$ cat src/sv/mdet_pkg.sv
// Shared types, constants and permutation tables of the matrix determinant block.
package mdet_pkg;

    localparam int ENTRY_W       = 12;
    localparam int DET_W         = 54;
    localparam int SIZE_W        = 3;
    localparam int MDET_MAX_SIZE = 4;
    localparam int TABLE_MAX     = 4;
    localparam int STORE_AW      = $clog2(TABLE_MAX * TABLE_MAX);
    localparam int NUM_BANKS     = 2;
    localparam int TERM_W        = 5;
    localparam int S_TDATA_W     = ((ENTRY_W + 7) / 8) * 8;
    localparam int M_TDATA_W     = ((DET_W + 7) / 8) * 8;

    typedef logic signed [ENTRY_W-1:0] entry_t;
    typedef logic signed [DET_W-1:0]   det_t;

    typedef struct packed {
        logic [SIZE_W-1:0] size;
    } job_t;

    typedef struct packed {
        logic                en;
        logic                bank;
        logic [STORE_AW-1:0] addr;
        entry_t              data;
    } store_wr_t;

    // Each entry is {negative, column of row 3, row 2, row 1, row 0}.
    localparam logic [8:0] PERM2 [2] = '{9'h004, 9'h101};

    localparam logic [8:0] PERM3 [8] = '{
        9'h024, 9'h118, 9'h121, 9'h009, 9'h012, 9'h106, 9'h000, 9'h000
    };

    localparam logic [8:0] PERM4 [32] = '{
        9'h0E4, 9'h1B4, 9'h1D8, 9'h078, 9'h09C, 9'h16C,
        9'h1E1, 9'h0B1, 9'h0C9, 9'h139, 9'h18D, 9'h02D,
        9'h0D2, 9'h172, 9'h1C6, 9'h036, 9'h04E, 9'h11E,
        9'h193, 9'h063, 9'h087, 9'h127, 9'h14B, 9'h01B,
        9'h000, 9'h000, 9'h000, 9'h000, 9'h000, 9'h000, 9'h000, 9'h000
    };

    function automatic logic [8:0] perm_entry(input logic [SIZE_W-1:0] size,
                                              input logic [TERM_W-1:0] term);
        logic [8:0] res;
        unique case (size)
            SIZE_W'(2): res = PERM2[term[0]];
            SIZE_W'(3): res = PERM3[term[2:0]];
            default:    res = PERM4[term];
        endcase
        return res;
    endfunction

    function automatic logic [TERM_W-1:0] term_count(input logic [SIZE_W-1:0] size);
        logic [TERM_W-1:0] res;
        unique case (size)
            SIZE_W'(2): res = TERM_W'(2);
            SIZE_W'(3): res = TERM_W'(6);
            default:    res = TERM_W'(24);
        endcase
        return res;
    endfunction

endpackage

$ cat src/sv/mdet_front.sv
// Front end: takes the size register and matrix entries and hands full matrices to the queue.
module mdet_front
    import mdet_pkg::*;
#(
    parameter int MAX_SIZE = MDET_MAX_SIZE
)
(
    input  logic              clk,
    input  logic              rst_n,
    input  logic              cfg_valid,
    input  logic [SIZE_W-1:0] cfg_data,
    input  logic              s_tvalid,
    input  entry_t            s_entry,
    output logic              s_tready,
    input  logic              q_full,
    output logic              q_push,
    output job_t              q_job,
    output store_wr_t         wr
);

    localparam int DEPTH  = MAX_SIZE * MAX_SIZE;
    localparam int CNT_W  = $clog2(DEPTH + 1);
    localparam int ADDR_W = $clog2(DEPTH);

    logic [SIZE_W-1:0] size_reg, size_next;
    logic [CNT_W-1:0]  cnt_reg, cnt_next;
    logic              wbank_reg, wbank_next;
    logic [CNT_W-1:0]  total;
    logic [CNT_W-1:0]  cnt_inc;
    logic [SIZE_W-1:0] cfg_size;
    logic              accept;
    logic              last;

    assign total    = CNT_W'(size_reg) * CNT_W'(size_reg);
    assign cnt_inc  = cnt_reg + CNT_W'(1);
    assign s_tready = !q_full && !cfg_valid;
    assign accept   = s_tvalid && s_tready;
    assign last     = (cnt_inc == total);

    always_comb
    begin
        if (cfg_data < SIZE_W'(2))
        begin
            cfg_size = SIZE_W'(2);
        end
        else if (cfg_data > SIZE_W'(MAX_SIZE))
        begin
            cfg_size = SIZE_W'(MAX_SIZE);
        end
        else
        begin
            cfg_size = cfg_data;
        end
    end

    always_comb
    begin
        size_next  = size_reg;
        cnt_next   = cnt_reg;
        wbank_next = wbank_reg;
        if (cfg_valid)
        begin
            size_next = cfg_size;
            cnt_next  = '0;
        end
        else if (accept)
        begin
            if (last)
            begin
                cnt_next   = '0;
                wbank_next = !wbank_reg;
            end
            else
            begin
                cnt_next = cnt_inc;
            end
        end
    end

    always_ff @(posedge clk or negedge rst_n)
    begin
        if (!rst_n)
        begin
            size_reg  <= SIZE_W'(2);
            cnt_reg   <= '0;
            wbank_reg <= 1'b0;
        end
        else
        begin
            size_reg  <= size_next;
            cnt_reg   <= cnt_next;
            wbank_reg <= wbank_next;
        end
    end

    assign q_push     = accept && last;
    assign q_job.size = size_reg;

    assign wr.en   = accept;
    assign wr.bank = wbank_reg;
    assign wr.addr = STORE_AW'(cnt_reg[ADDR_W-1:0]);
    assign wr.data = s_entry;

endmodule

$ cat src/sv/mdet_queue.sv
// Small job queue between the loading front end and the compute back end.
module mdet_queue
    import mdet_pkg::*;
#(
    parameter int DEPTH = NUM_BANKS
)
(
    input  logic clk,
    input  logic rst_n,
    input  logic push,
    input  job_t push_job,
    input  logic pop,
    output job_t head,
    output logic valid,
    output logic full
);

    localparam int PTR_W   = (DEPTH > 1) ? $clog2(DEPTH) : 1;
    localparam int COUNT_W = $clog2(DEPTH + 1);

    job_t               slot_reg [DEPTH];
    logic [PTR_W-1:0]   wptr_reg, wptr_next;
    logic [PTR_W-1:0]   rptr_reg, rptr_next;
    logic [COUNT_W-1:0] count_reg, count_next;

    assign valid = (count_reg != '0);
    assign full  = (count_reg == COUNT_W'(DEPTH));
    assign head  = slot_reg[rptr_reg];

    always_comb
    begin
        wptr_next  = wptr_reg;
        rptr_next  = rptr_reg;
        count_next = count_reg;
        if (push)
        begin
            wptr_next = (wptr_reg == PTR_W'(DEPTH - 1)) ? '0 : wptr_reg + PTR_W'(1);
        end
        if (pop)
        begin
            rptr_next = (rptr_reg == PTR_W'(DEPTH - 1)) ? '0 : rptr_reg + PTR_W'(1);
        end
        if (push && !pop)
        begin
            count_next = count_reg + COUNT_W'(1);
        end
        else if (pop && !push)
        begin
            count_next = count_reg - COUNT_W'(1);
        end
    end

    always_ff @(posedge clk or negedge rst_n)
    begin
        if (!rst_n)
        begin
            wptr_reg  <= '0;
            rptr_reg  <= '0;
            count_reg <= '0;
        end
        else
        begin
            wptr_reg  <= wptr_next;
            rptr_reg  <= rptr_next;
            count_reg <= count_next;
        end
    end

    always_ff @(posedge clk)
    begin
        if (push)
        begin
            slot_reg[wptr_reg] <= push_job;
        end
    end

endmodule

$ cat src/sv/mdet_back.sv
// Back end: matrix store and a shared multiply-accumulate that sums the permutation terms.
module mdet_back
    import mdet_pkg::*;
#(
    parameter int MAX_SIZE = MDET_MAX_SIZE
)
(
    input  logic      clk,
    input  logic      rst_n,
    input  store_wr_t wr,
    input  logic      q_valid,
    input  job_t      q_head,
    output logic      q_pop,
    output logic      m_tvalid,
    input  logic      m_tready,
    output det_t      m_det
);

    localparam int DEPTH  = MAX_SIZE * MAX_SIZE;
    localparam int ADDR_W = $clog2(DEPTH);
    localparam int ROW_W  = $clog2(MAX_SIZE);
    localparam int PROD_W = ENTRY_W * MAX_SIZE;

    localparam logic [1:0] S_IDLE  = 2'd0;
    localparam logic [1:0] S_ISSUE = 2'd1;
    localparam logic [1:0] S_DRAIN = 2'd2;

    typedef struct packed {
        logic valid;
        logic first;
        logic last_row;
        logic neg;
        logic last_term;
    } pipe_t;

    entry_t matrix_mem [NUM_BANKS][DEPTH];

    logic [1:0]                state_reg, state_next;
    logic [TERM_W-1:0]         term_reg, term_next;
    logic [ROW_W-1:0]          row_reg, row_next;
    logic                      rbank_reg, rbank_next;
    logic                      out_valid_reg, out_valid_next;
    pipe_t                     c1_reg, c1_next;
    pipe_t                     c2_reg;
    entry_t                    rd_data_reg;
    logic signed [PROD_W-1:0]  prod_reg;
    det_t                      acc_reg;
    det_t                      out_data_reg;

    logic [8:0]                perm;
    logic [1:0]                col;
    logic [ADDR_W-1:0]         rd_addr;
    logic                      last_row;
    logic                      last_term;
    logic                      start;
    logic                      done;
    logic signed [PROD_W+ENTRY_W-1:0] mult_full;
    det_t                      prod_ext;
    det_t                      acc_sum;

    assign perm      = perm_entry(q_head.size, term_reg);
    assign col       = 2'(perm[7:0] >> {row_reg, 1'b0});
    assign rd_addr   = ADDR_W'(row_reg) * ADDR_W'(q_head.size) + ADDR_W'(col);
    assign last_row  = (row_reg == ROW_W'(q_head.size - SIZE_W'(1)));
    assign last_term = (term_reg == term_count(q_head.size) - TERM_W'(1));
    assign start     = (state_reg == S_IDLE) && q_valid && !out_valid_reg;
    assign done      = (state_reg == S_DRAIN) && c2_reg.valid && c2_reg.last_row
                       && c2_reg.last_term;

    assign mult_full = prod_reg * rd_data_reg;
    assign prod_ext  = DET_W'(prod_reg);
    assign acc_sum   = c2_reg.neg ? acc_reg - prod_ext : acc_reg + prod_ext;

    always_comb
    begin
        state_next        = state_reg;
        term_next         = term_reg;
        row_next          = row_reg;
        rbank_next        = rbank_reg;
        out_valid_next    = out_valid_reg;
        c1_next.valid     = (state_reg == S_ISSUE);
        c1_next.first     = (row_reg == '0);
        c1_next.last_row  = last_row;
        c1_next.neg       = perm[8];
        c1_next.last_term = last_term;
        if (m_tready)
        begin
            out_valid_next = 1'b0;
        end
        unique case (state_reg)
            S_IDLE:
            begin
                if (start)
                begin
                    term_next  = '0;
                    row_next   = '0;
                    state_next = S_ISSUE;
                end
            end
            S_ISSUE:
            begin
                if (last_row)
                begin
                    row_next = '0;
                    if (last_term)
                    begin
                        state_next = S_DRAIN;
                    end
                    else
                    begin
                        term_next = term_reg + TERM_W'(1);
                    end
                end
                else
                begin
                    row_next = row_reg + ROW_W'(1);
                end
            end
            S_DRAIN:
            begin
                if (done)
                begin
                    out_valid_next = 1'b1;
                    rbank_next     = !rbank_reg;
                    state_next     = S_IDLE;
                end
            end
            default:
            begin
                state_next = S_IDLE;
            end
        endcase
    end

    always_ff @(posedge clk or negedge rst_n)
    begin
        if (!rst_n)
        begin
            state_reg     <= S_IDLE;
            term_reg      <= '0;
            row_reg       <= '0;
            rbank_reg     <= 1'b0;
            out_valid_reg <= 1'b0;
            c1_reg        <= '0;
            c2_reg        <= '0;
        end
        else
        begin
            state_reg     <= state_next;
            term_reg      <= term_next;
            row_reg       <= row_next;
            rbank_reg     <= rbank_next;
            out_valid_reg <= out_valid_next;
            c1_reg        <= c1_next;
            c2_reg        <= c1_reg;
        end
    end

    always_ff @(posedge clk)
    begin
        if (wr.en)
        begin
            matrix_mem[wr.bank][wr.addr[ADDR_W-1:0]] <= wr.data;
        end
        rd_data_reg <= matrix_mem[rbank_reg][rd_addr];
    end

    always_ff @(posedge clk)
    begin
        if (c1_reg.valid)
        begin
            prod_reg <= c1_reg.first ? PROD_W'(rd_data_reg) : mult_full[PROD_W-1:0];
        end
        if (start)
        begin
            acc_reg <= '0;
        end
        else if (c2_reg.valid && c2_reg.last_row)
        begin
            acc_reg <= acc_sum;
        end
        if (done)
        begin
            out_data_reg <= acc_sum;
        end
    end

    assign q_pop    = done;
    assign m_tvalid = out_valid_reg;
    assign m_det    = out_data_reg;

endmodule

$ cat src/sv/matrix_determinant.sv
// Top level of the matrix determinant block: front end, job queue and compute back end.
//
//   Channel  Direction  Word                               Handshake
//   cfg      in         cfg_data[2:0] = matrix_size        cfg_valid / cfg_ready
//   s        in         s_tdata[11:0] = entry              s_tvalid / s_tready
//   m        out        m_tdata[53:0] = determinant        m_tvalid / m_tready
//
// Entries load at one word per cycle, while the input is not stalled, into one of two matrix banks.
// The determinant is summed term by term through the single store read port and the one shared multiplier.
// Reset clears the load count, the job queue and the output; it needs no clearing pass.
// The input stalls while both banks hold matrices that are not yet finished,
// and in any cycle that carries a size write.
module matrix_determinant
    import mdet_pkg::*;
#(
    parameter int MAX_SIZE = MDET_MAX_SIZE
)
(
    input  logic                 clk,
    input  logic                 rst_n,
    input  logic                 cfg_valid,
    output logic                 cfg_ready,
    input  logic [SIZE_W-1:0]    cfg_data,    // [2:0] matrix_size
    input  logic                 s_tvalid,
    output logic                 s_tready,
    input  logic [S_TDATA_W-1:0] s_tdata,     // [11:0] entry, zero fill above
    output logic                 m_tvalid,
    input  logic                 m_tready,
    output logic [M_TDATA_W-1:0] m_tdata      // [53:0] determinant, zero fill above
);

    store_wr_t wr;
    logic      q_push;
    logic      q_pop;
    logic      q_valid;
    logic      q_full;
    job_t      q_job;
    job_t      q_head;
    det_t      det;

    assign cfg_ready = 1'b1;

    mdet_front #(
        .MAX_SIZE (MAX_SIZE)
    ) u_front (
        .clk       (clk),
        .rst_n     (rst_n),
        .cfg_valid (cfg_valid),
        .cfg_data  (cfg_data),
        .s_tvalid  (s_tvalid),
        .s_entry   (entry_t'(s_tdata[ENTRY_W-1:0])),
        .s_tready  (s_tready),
        .q_full    (q_full),
        .q_push    (q_push),
        .q_job     (q_job),
        .wr        (wr)
    );

    mdet_queue #(
        .DEPTH (NUM_BANKS)
    ) u_queue (
        .clk      (clk),
        .rst_n    (rst_n),
        .push     (q_push),
        .push_job (q_job),
        .pop      (q_pop),
        .head     (q_head),
        .valid    (q_valid),
        .full     (q_full)
    );

    mdet_back #(
        .MAX_SIZE (MAX_SIZE)
    ) u_back (
        .clk      (clk),
        .rst_n    (rst_n),
        .wr       (wr),
        .q_valid  (q_valid),
        .q_head   (q_head),
        .q_pop    (q_pop),
        .m_tvalid (m_tvalid),
        .m_tready (m_tready),
        .m_det    (det)
    );

    assign m_tdata = {{(M_TDATA_W - DET_W){1'b0}}, det};

    a_push_room: assert property (@(posedge clk) disable iff (!rst_n)
        q_push |-> !q_full)
        else $error("A finished matrix was queued while both banks were busy.");

    a_pop_valid: assert property (@(posedge clk) disable iff (!rst_n)
        q_pop |-> q_valid)
        else $error("The back end retired a job that was never queued.");

    a_result_source: assert property (@(posedge clk) disable iff (!rst_n)
        $rose(m_tvalid) |-> $past(q_valid) && $past(q_pop))
        else $error("A determinant appeared without a retired job.");

endmodule

$ cat config.mk
export PLATFORM = sky130hd
export DESIGN_NAME = matrix_determinant
export DESIGN_NICKNAME = d
export VERILOG_FILES = /design/src/sv/mdet_pkg.sv /design/src/sv/mdet_front.sv /design/src/sv/mdet_queue.sv /design/src/sv/mdet_back.sv /design/src/sv/matrix_determinant.sv
export SDC_FILE = /design/constraint.sdc
export NUM_CORES = 2
export LEC_CHECK = 0
export ABC_AREA = 0
export BUFFER_PORTS_ARGS = -buffer_cell sky130_fd_sc_hd__buf_4
export CAP_MARGIN = 10
export CORE_ASPECT_RATIO = 0.7
export CORE_MARGIN = 2
export CORE_UTILIZATION = 35
export CTS_BUF_LIST = sky130_fd_sc_hd__clkbuf_8 sky130_fd_sc_hd__clkbuf_16
export CTS_CLUSTER_SIZE = 12
export DETAILED_ROUTE_END_ITERATION = 8
export PLACE_DENSITY = 0.59
export SLEW_MARGIN = 20
export SYNTH_ARGS = -nofsm -noshare
export SYNTH_HDL_FRONTEND = slang
export SYNTH_HIERARCHICAL = 1
export SYNTH_SLANG_ARGS = --single-unit
export TNS_END_PERCENT = 50
$ cat constraint.sdc
create_clock -name clk -period 9.2 [get_ports clk]
set_clock_uncertainty 0.15 [all_clocks]
set_input_delay 0.92 -clock clk [delete_from_list [all_inputs] [get_ports clk]]
set_output_delay 0.92 -clock clk [all_outputs]
set_load 0.02 [all_outputs]
==> metrics.md <==
| Metric | Value |
|---|---|
| Max FFs per register | `approximately 380` |
| Syn Area/Cell | `about 11 um2` |
| First-pass GRT wire length | `around 170000 um` |
| CP max FO | `12` |
| CP arrival | `about 8.2 ns` |
| Worst endpoint required time | `9.39 ns` |
| Worst skew pair latency | `0.67 ns` |
| Synth area leaders | `edfxtp_1 35%, fa_1 19%, mux4_2 6.3%` |
| I/O pin cnt | `83` |
| Depth of the CTS H-tree | `2` |
| Final Core Density | `~38%` |
| DR vias | `~28000` |
| Initial antenna violation count | `0` |
| Number of DRC markers in iteration 0 | `approximately 2400` |
| Vias in the first global route | `27900` |
| Min Tclk post-route | `around 8.0 ns` |
| CTS buffer count | `59` |
| Synth Instances | `about 3800` |
| Final #Nets | `4362` |
| Drt pass-1 iters | `5` |
| Starting Density | `between 30% and 40%` |
| Largest net degree at the start of global routing | `approximately 60` |
| Status | `finished, final reports clean` |
| Final Wtd Congestion | `0.844` |
| Sum Neg Setup Slack | `0 ns` |
| Cts hold-fix bufs | `0` |
| Mapped cell area | `about 0.043 mm2` |
| Met1 Use GR | `about 28%` |
| Max-slew violations | `0` |
| Max clock buf depth | `3` |
| Post-synth top area share | `around a third` |
| Met3 GRT Util | `roughly 3.0%` |
| Final wirelength | `107000 um` |
| Final hold viol count | `0` |
| Crit path kind | `register to register` |
| PortBufs | `between 70 and 80` |
| Final Cell Area | `about 0.047 mm2` |
| Seq/Total Area, Yosys | `39.6%` |
| Max-Cap Viols | `0` |
| Buf/Inv on CP | `3` |
| Rel. slew slack | `26.4%` |
| CTS tree | `built` |
| Post-synth EDFFs | `approximately 500` |
| Worst Max-Slew Pin Slew | `about 1.1 ns` |
| GR Overflow Total | `0` |
| Yosys warnings | `6` |
| Routed len/inst | `slightly below 20 um` |
| GRT busiest layer | `met1` |
| Syn-to-layout area delta | `9.08%` |
| Chip Width | `between 400 and 500 um` |
| Crit end category | `register` |
| Post-route DRC | `0` |
| DP Area | `roughly 0.045 mm2` |
| Die ar. | `between 0.1 and 0.15 mm2` |
| Crit path largest cell delay | `~0.83 ns` |
| Critical Path Source Type | `register` |
| M2 GR Usage | `between 20% and 30%` |
| Root cell of the clock tree | `clkbuf_16` |
| FILL cells | `about 12000` |
| Final Cycle Share | `approximately 87%` |
| Core area | `~0.12 mm2` |
| Antenna Nets Post-Route | `0` |
| Hold slack | `about 0.095 ns` |
| Prevailing post-synth register cell | `edfxtp_1` |
| Yosys cell types | `94` |
| CTS Sinks | `between 500 and 600` |
| Fraction of registers with async set/reset | `under 10%` |
| Area leader, netlist | `edfxtp_1` |
| Die Span Y | `a little under 300 um` |
| Post-CTS Resized | `0` |
| Slowest-stage cell, CP | `a211oi_1` |
| Post-CTS setup buffer count | `0` |
| Crit-path cells | `clkinv_1 -> nor2_1 -> fa_1 -> fa_1 -> fa_1 -> fa_1 -> inv_1 -> fa_1 -> inv_1 -> ha_1 -> or4_1 -> o22a_1 -> a211oi_1 -> nor4_1 -> nor2_1 -> nor3_1 -> a211oi_1 -> xnor2_1 -> mux2i_1` |
| Endpoints failing setup | `0` |
| RSZ-0062 raised after global routing | `no` |
| Commonest non-fill, non-tap cell in the layout | `inv_1` |
| Vias per inst | `roughly 5.1` |
| Hold crit path type | `input port to async pin` |
| Layout cells sized above 1 | `10.8%` |
| Most frequent cells in the layout | `537 x inv_1, 519 x nand2_1, 492 x edfxtp_1` |
| DPL Wire Length | `slightly below 80000 um` |
| Most frequent CP cell | `fa_1` |
| CTS clk-pin slew, worst paths | `0.07 ns` |
| Highest Clock Rate | `~130 MHz` |
| Synthesized flop and latch total | `591` |
| Top cell family by delay on the critical path | `adder cells` |
| Site Rows | `around 110` |
| Total GRT Usage | `between 15 and 20%` |
cell usage after synthesis (10+ instances only):
master    number
a211oi_1      23
a21o_1        49
a21oi_1      167
a31oi_1       16
and2_1       120
and3_1        25
buf_1         21
buf_4         23
clkbuf_1     191
dfrtp_1       32
dfxtp_1       66
edfxtp_1     492
fa_1         403
ha_1         181
inv_1        517
mux2_2        22
mux2i_1       14
mux4_2       120
nand2_1      520
nand2b_1      28
nand3_1       32
nand4_1       21
nor2_1       190
nor2b_1       15
nor3_1        33
nor4_1        10
o211ai_1      12
o21a_1        16
o21ai_0      105
o21bai_1      14
or2_2         11
or3_1         13
xnor2_1      125
xor2_1        49
stage by stage:
stage                     std cells  setup WS [ns]
after floorplan                3808           2.68
after global placement         5328           1.17
after detailed placement       5328           1.18
after CTS                      5424           1.13
after global routing           5424          0.748
final                          5425           1.21
cells by family after synthesis:
kind of cell | count (synthesis) | share of synthesized area, %
XOR/XNOR | 176 | 3.64
buffers and inverters | 755 | 6.85
AO/OA/AOI/OAI | 490 | 7.22
other | 2 | 0.0176
multiplexers | 157 | 7.28
flip-flops | 591 | 39.6
AND/OR/NAND/NOR | 1052 | 11.3
adder cells (fa/ha/maj) | 584 | 24.2
layer usage:
metal  wire length, um  vias up
met5                 0        -
met1             54100    14300
met2             43400      872
met3              8270       98
li1                  -    12600
met4              1650        0
worst paths after layout:
check                                        from             endpoint  slack, ns  cells after the start
min in group clk                 u_back/c1_reg[0]     u_back/c2_reg[0]       0.15                      0
max in group asynchronous                   rst_n     u_back/rbank_reg       8.39                      1
min reg2reg                      u_back/c1_reg[0]     u_back/c2_reg[0]       0.15                      0
min                                         rst_n     u_back/c2_reg[1]       0.09                      1
max                        u_back/rd_data_reg[11]  u_back/prod_reg[47]       1.21                     19
max reg2reg                u_back/rd_data_reg[11]  u_back/prod_reg[47]       1.21                     19
final cells by class:
cell class	count	area, um2	area share (%)
multi-input cells	2462	23000	49.3
flip-flops and latches	591	16900	36.3
well taps	1635	2050	4.38
inverters	518	1940	4.17
clock buffers	61	1520	3.25
repair buffers	122	916	1.96
clock inverters	35	280	0.601
diodes	1	2.50	0.00536
Power is left out: the tool's default activity adds up to more than one toggle a clock period on the data nets, which glitch-free logic cannot reach.
